===== config.mk =====
export PLATFORM = sky130hd
export DESIGN_NAME = fptt_mult
export DESIGN_NICKNAME = d
export VERILOG_FILES = /design/src/hw/rtl/fptt_pkg.sv /design/src/hw/rtl/fptt_mult.sv
export SDC_FILE = /design/constraint.sdc
export NUM_CORES = 2
export LEC_CHECK = 0
export ABC_AREA = 1
export BUFFER_PORTS_ARGS = -buffer_cell sky130_fd_sc_hd__buf_2
export CAP_MARGIN = 20
export CORE_MARGIN = 2
export CORE_UTILIZATION = 40
export CTS_CLUSTER_SIZE = 30
export DETAILED_ROUTE_END_ITERATION = 7
export SLEW_MARGIN = 20
export SYNTH_ARGS = -nofsm -noshare
export SYNTH_HDL_FRONTEND = slang
export SYNTH_SLANG_ARGS = --single-unit

===== constraint.sdc =====
create_clock -name clock -period 8.75 [get_ports clock]
set_input_delay 0.875 -clock clock [delete_from_list [all_inputs] [get_ports clock]]
set_output_delay 0.875 -clock clock [all_outputs]
set_load 0.02 [all_outputs]

===== src/hw/rtl/fptt_pkg.sv =====
`default_nettype none
// ----------------------------------------------------------------------------
// fptt_pkg
// Shared types, register indexes and fixed-point helpers of the optimizer
// update core.
// ----------------------------------------------------------------------------
package fptt_pkg;

   // Q8.24 data word and the fraction width of every product
   localparam int WORD_W   = 32;
   localparam int FRAC_W   = 24;
   localparam int COEF_W   = 31;
   localparam int PROD_W   = 2 * WORD_W;
   localparam int WIDE_W   = PROD_W - FRAC_W;

   // configuration port
   localparam int CSR_INDEX_W = 2;
   localparam int CSR_DATA_W  = 31;
   localparam int LR_W        = 24;

   localparam logic [CSR_INDEX_W-1:0] CSR_FPTT_ENABLE    = 2'd0;
   localparam logic [CSR_INDEX_W-1:0] CSR_LEARN_RATE     = 2'd1;
   localparam logic [CSR_INDEX_W-1:0] CSR_ALPHA_GAIN     = 2'd2;
   localparam logic [CSR_INDEX_W-1:0] CSR_HALF_INV_ALPHA = 2'd3;

   typedef logic signed [WORD_W-1:0] word_type;
   typedef logic signed [WIDE_W-1:0] wide_type;
   typedef logic signed [PROD_W-1:0] prod_type;
   typedef logic        [COEF_W-1:0] coef_type;

   // saturated value with its clip flag
   typedef struct packed {
      logic     flag;
      word_type value;
   } sat_type;

   // payload that travels down the update pipeline
   typedef struct packed {
      word_type weight;
      word_type grad;
      word_type mean;
      word_type mult;
      word_type new_weight;
      word_type work;
      logic     sat;
      logic     last;
   } element_type;

   localparam word_type WORD_MAX = {1'b0, {(WORD_W-1){1'b1}}};
   localparam word_type WORD_MIN = {1'b1, {(WORD_W-1){1'b0}}};

   // sign-extend a data word to the wide working range
   function automatic wide_type widen(input word_type x);
      widen = {{(WIDE_W-WORD_W){x[WORD_W-1]}}, x};
   endfunction

   // floor shift of a product by the fraction width
   function automatic wide_type prod_shift(input prod_type p);
      prod_shift = p[PROD_W-1:FRAC_W];
   endfunction

   // clip a wide value to the signed word range
   function automatic sat_type sat_word(input wide_type x);
      sat_type r;
      if (x > widen(WORD_MAX)) begin
         r.flag  = 1'b1;
         r.value = WORD_MAX;
      end else if (x < widen(WORD_MIN)) begin
         r.flag  = 1'b1;
         r.value = WORD_MIN;
      end else begin
         r.flag  = 1'b0;
         r.value = x[WORD_W-1:0];
      end
      sat_word = r;
   endfunction

endpackage : fptt_pkg
`default_nettype wire


===== src/hw/rtl/fptt_mult.sv =====
`default_nettype none
// ----------------------------------------------------------------------------
// fptt_mult
// Registered multiply of an unsigned coefficient by a signed Q8.24 word,
// held while the pipeline is stalled.
// ----------------------------------------------------------------------------
module fptt_mult (
   input  wire logic                clock,
   input  wire logic                advance,
   input  wire fptt_pkg::coef_type  coef,
   input  wire fptt_pkg::word_type  operand,
   output fptt_pkg::prod_type       product_ff
);
   import fptt_pkg::*;

   prod_type product_in;

   // zero-extend the coefficient so that the product is signed
   assign product_in = $signed({1'b0, coef}) * operand;

   // capture on advance, hold on stall
   always_ff @(posedge clock) begin
      if (advance) begin
         product_ff <= product_in;
      end
   end

endmodule : fptt_mult
`default_nettype wire


== Yosys cells after proc, flatten, opt, wreduce, memory -nomap -nowiden ==
Cells that the tools add are included.
Word-level totals
  bits in registers: 64
  input port bits: 65
  output and inout bits: 64
  logic and storage cells: 2
Cells by class
  $mul: 1
Operators by type and width (count)
  multiplier 32 x 32 -> 64 bit: 1

== Depth between registers and ports, before layout ==
  depth in word-level cells: 1
  mapped depth: 32
  gate-level depth less buffers: 31

== Worst setup path after synthesis ==
OpenSTA, ideal clock, no wires.
  kind: input -> register
  start: in operand[2]
  end: reg product_ff[60], data pin
  library setup time: 0.253 ns
  data arrival time: 6.505 ns
  data required time: 8.497 ns
  setup slack: 1.992 ns
  stages on the path: 26
  buffers on the path: 1
  cells stage by stage: clkbuf_1 > nand2_1 > fa_1 > inv_1 > fa_1 > fa_1 > inv_1 > fa_1 > inv_1 > fa_1 > inv_1 > fa_1 > fa_1 > fa_1 > inv_1 > ha_1 > nand2_1 > inv_1 > nand2_1 > nand2_1 > a21oi_1 > nand3_2 > nand2_1 > nand3_1 > nand2_1 > nand2_1
Between the ends
  word-level cells in the longest chain between the ends: 1
Ends and longest elaborated chain
  start, declared: line fptt_mult.sv:11  | input wire fptt_pkg::word_type operand,
  multiplier 32 x 32 -> 64 bit: line fptt_mult.sv:19  | assign product_in = $signed({1'b0, coef}) * operand;
  via product_in[60]: line fptt_mult.sv:16  | prod_type product_in;
  end signal, assigned: line fptt_mult.sv:24  | product_ff <= product_in;
  end, declared: line fptt_mult.sv:12  | output fptt_pkg::prod_type product_ff
The timed path passes the listed nets, and every way through them passes these cells.
A chain may end at the register's enable or synchronous reset.

== Worst setup path after layout ==
  start: in coef[12]
  end: reg product_ff[35], data pin
Between the ends
  word-level cells in the longest chain between the ends: 1
Ends and longest elaborated chain
  start, declared: line fptt_mult.sv:10  | input wire fptt_pkg::coef_type coef,
  multiplier 32 x 32 -> 64 bit: line fptt_mult.sv:19
  via product_in[35]: line fptt_mult.sv:16
The timed path passes the listed nets, and every way through them passes these cells.

==> results.sh <==
export IMPL_outcome="complete, no violations"
export IMPL_slew_violations=0
export IMPL_worstMarginPinSlew_ns=0.9871
export IMPL_grt_max_degree=65
export IMPL_rows=112
export IMPL_vias_per_cell=4.700
export IMPL_place_gp_congestion=0.9517
export IMPL_cts_root_buf="clkbuf_16"
export IMPL_min_period_over_period=0.8930
export IMPL_initial_utilization=0.4041
export IMPL_hold_viol_final=0
export IMPL_grt_pass1_wl_um=171400
export IMPL_multi_input_area_um2=28570
export IMPL_reg_largest_list="product_ff: 64 flops"
export IMPL_cp_slowest_cell="buf_2"
export IMPL_io_pins=129
export IMPL_largest_register_ffs=64
export IMPL_die_y_um=311.0
export IMPL_detail_route_iter0_violations=1858
export IMPL_finalSetupViolations=0
export IMPL_finalInstanceArea_um2=39880
export IMPL_syn_nets=6194
export IMPL_crit_type="in -> reg"
export IMPL_cts_repair_resized=0
export IMPL_crit_fanout=32
export IMPL_cts_tree="built"
export IMPL_grt_overflow=0
export IMPL_ys_warnings_count=0
export IMPL_cts_setup_buffers=0
export IMPL_layout_drive_gt1_share=0.05178
export IMPL_ys_seq_elements=64
export IMPL_netlist_area_um2=37710
export IMPL_die_area_um2=96750
export IMPL_startpoint_type="input port"
export IMPL_min_period_ns=7.814
export IMPL_setup_tns_final_ns=0
export IMPL_htree_levels=3
export IMPL_final_antenna_net_count=0
export IMPL_numCtsBuffers=9
export IMPL_routed_wl_um=105900
export IMPL_ys_flop_type="edfxtp_1"
export IMPL_top_register="product_ff"
export IMPL_synthCells=4965
export IMPL_synth_edf_count=64
export IMPL_cpMostUsedCell="fa_1"
export IMPL_cp_slowest_stage_delay_ns=0.72
export IMPL_core_area_um2=93330
export IMPL_postSynth_asyncResetShare=0
export IMPL_maxCapViolCount=0
export IMPL_grt_pass1_vias=30993
export IMPL_cts_num_sinks=64
export IMPL_place_area_um2=39570
export IMPL_rsz0062_at_grt="no"
export IMPL_drcViolationCount=0
export IMPL_fmax_mhz=128.0
export IMPL_portBuffers=128
export IMPL_slew_headroom=0.3420
export IMPL_worstPathRequired_ns=8.83
export IMPL_crit_arrival_ns=7.89
export IMPL_grt_total_usage=0.2255
export IMPL_cts_hold_buffers=0
export IMPL_seq_area_frac_synth=0.05096
export IMPL_vias=29218
export IMPL_synth_area_per_cell_um2=7.595
export IMPL_hp_class="in -> reg"
export IMPL_synthDistinctLibCells=28
export IMPL_register_area_um2=1922
export IMPL_path_clk_slew_ns=0.05
export IMPL_clockBufferDepth=2
export IMPL_drt_pre_antenna_iters=5
export IMPL_nNetsFinal=6187
export IMPL_antenna_found_initial=3
export IMPL_wire_per_inst_um=17.04
export IMPL_area_delta_synth_final_pct=5.763
export IMPL_die_x_um=311.0
export IMPL_endpoint_kind="flip-flop"
export IMPL_num_antenna_cells=0
export IMPL_dp_hpwl_um=90610
export IMPL_fillerInstances=9692
## cell usage in the layout, fill, tap and decap left out, drive strengths merged
cell,synthesis,final
a21oi,50,50
fa,867,867
clkinvlp,0,2
nor4,2,2
nand3,61,61
ha,297,297
o21bai,12,12
nand4,17,17
xnor2,4,4
bufinv,0,2
o21ai,6,6
clkbuf,183,10
clkinv,1,3
xor2,32,32
nor3,14,14
and3,2,2
nor2,113,113
or2,11,11
inv,1734,1734
buf,6,171
o21a,1,1
edfxtp,64,64
nand2,1487,1487
and2,1,1
## kinds of logic after synthesis
group,synth area share
adders and majority gates,0.5588
DFF,0.05096
buffers and inverters,0.1915
xor gates and xnor gates,0.008361
AOI/OAI and AO/OA,0.01002
and+or+nand+nor,0.1803
## through the flow
step	hold WS [ns]	setup slack, ns	cells	utilization
floorplan	0.9875	1.992	4965	-
global placement	1.319	0.6248	6201	0.4240
detailed placement	1.317	0.6374	6201	0.4240
CTS	1.215	0.9472	6217	0.4273
global route	1.245	0.7264	6217	0.4273
finish	1.227	0.9359	6217	0.4273
## per-layer routing
layer  vias to the layer above  global-route usage  wire, um
met2                       840              0.3944     52780
met4                         0             0.05687      3027
met3                       153             0.01586      5204
li1                      13544                   -         -
met1                     14681              0.3040     44920
met5                         -                   0         0
## cell usage after synthesis, drive strengths merged, types with 4 or more instances
cell type / instances / area (um2)
o21ai: 6 / 30.03
nor2: 113 / 514.2
o21bai: 12 / 90.09
fa: 867 / 17360
inv: 1734 / 6509
edfxtp: 64 / 1922
buf: 6 / 22.52
a21oi: 50 / 250.2
xor2: 32 / 280.3
xnor2: 4 / 35.03
or2: 11 / 68.82
ha: 297 / 3716
nand4: 17 / 106.4
nand2: 1487 / 5619
clkbuf: 183 / 686.9
nand3: 61 / 355.3
nor3: 14 / 105.1
## worst paths after layout
kind	slack [ns]	cells after the start	startpoint	to
setup / recovery	0.94	25	coef[12]	product_ff[35]
hold / removal	1.23	3	operand[0]	product_ff[0]
## area by class of cell
class	instances	area share
inverters	1735	0.1633
clock inverters	6	0.002102
repair buffers	171	0.02510
clock buffers	10	0.005741
multi-input cells	2977	0.7162
well taps	1254	0.03934
flip-flops and latches	64	0.04819
## critical path: cells and delay by family
| kind | cells | cell delay, ns |
|---|---|---|
| simple gates | 7 | 0.81 |
| xor+xnor | 1 | 0.42 |
| compound gates | 1 | 0.31 |
| buf+inv | 7 | 1.04 |
| fa+ha+maj | 9 | 4.39 |
Power is left out: the tool's default activity adds up to more than one toggle a clock period on the data nets, which glitch-free logic cannot reach.
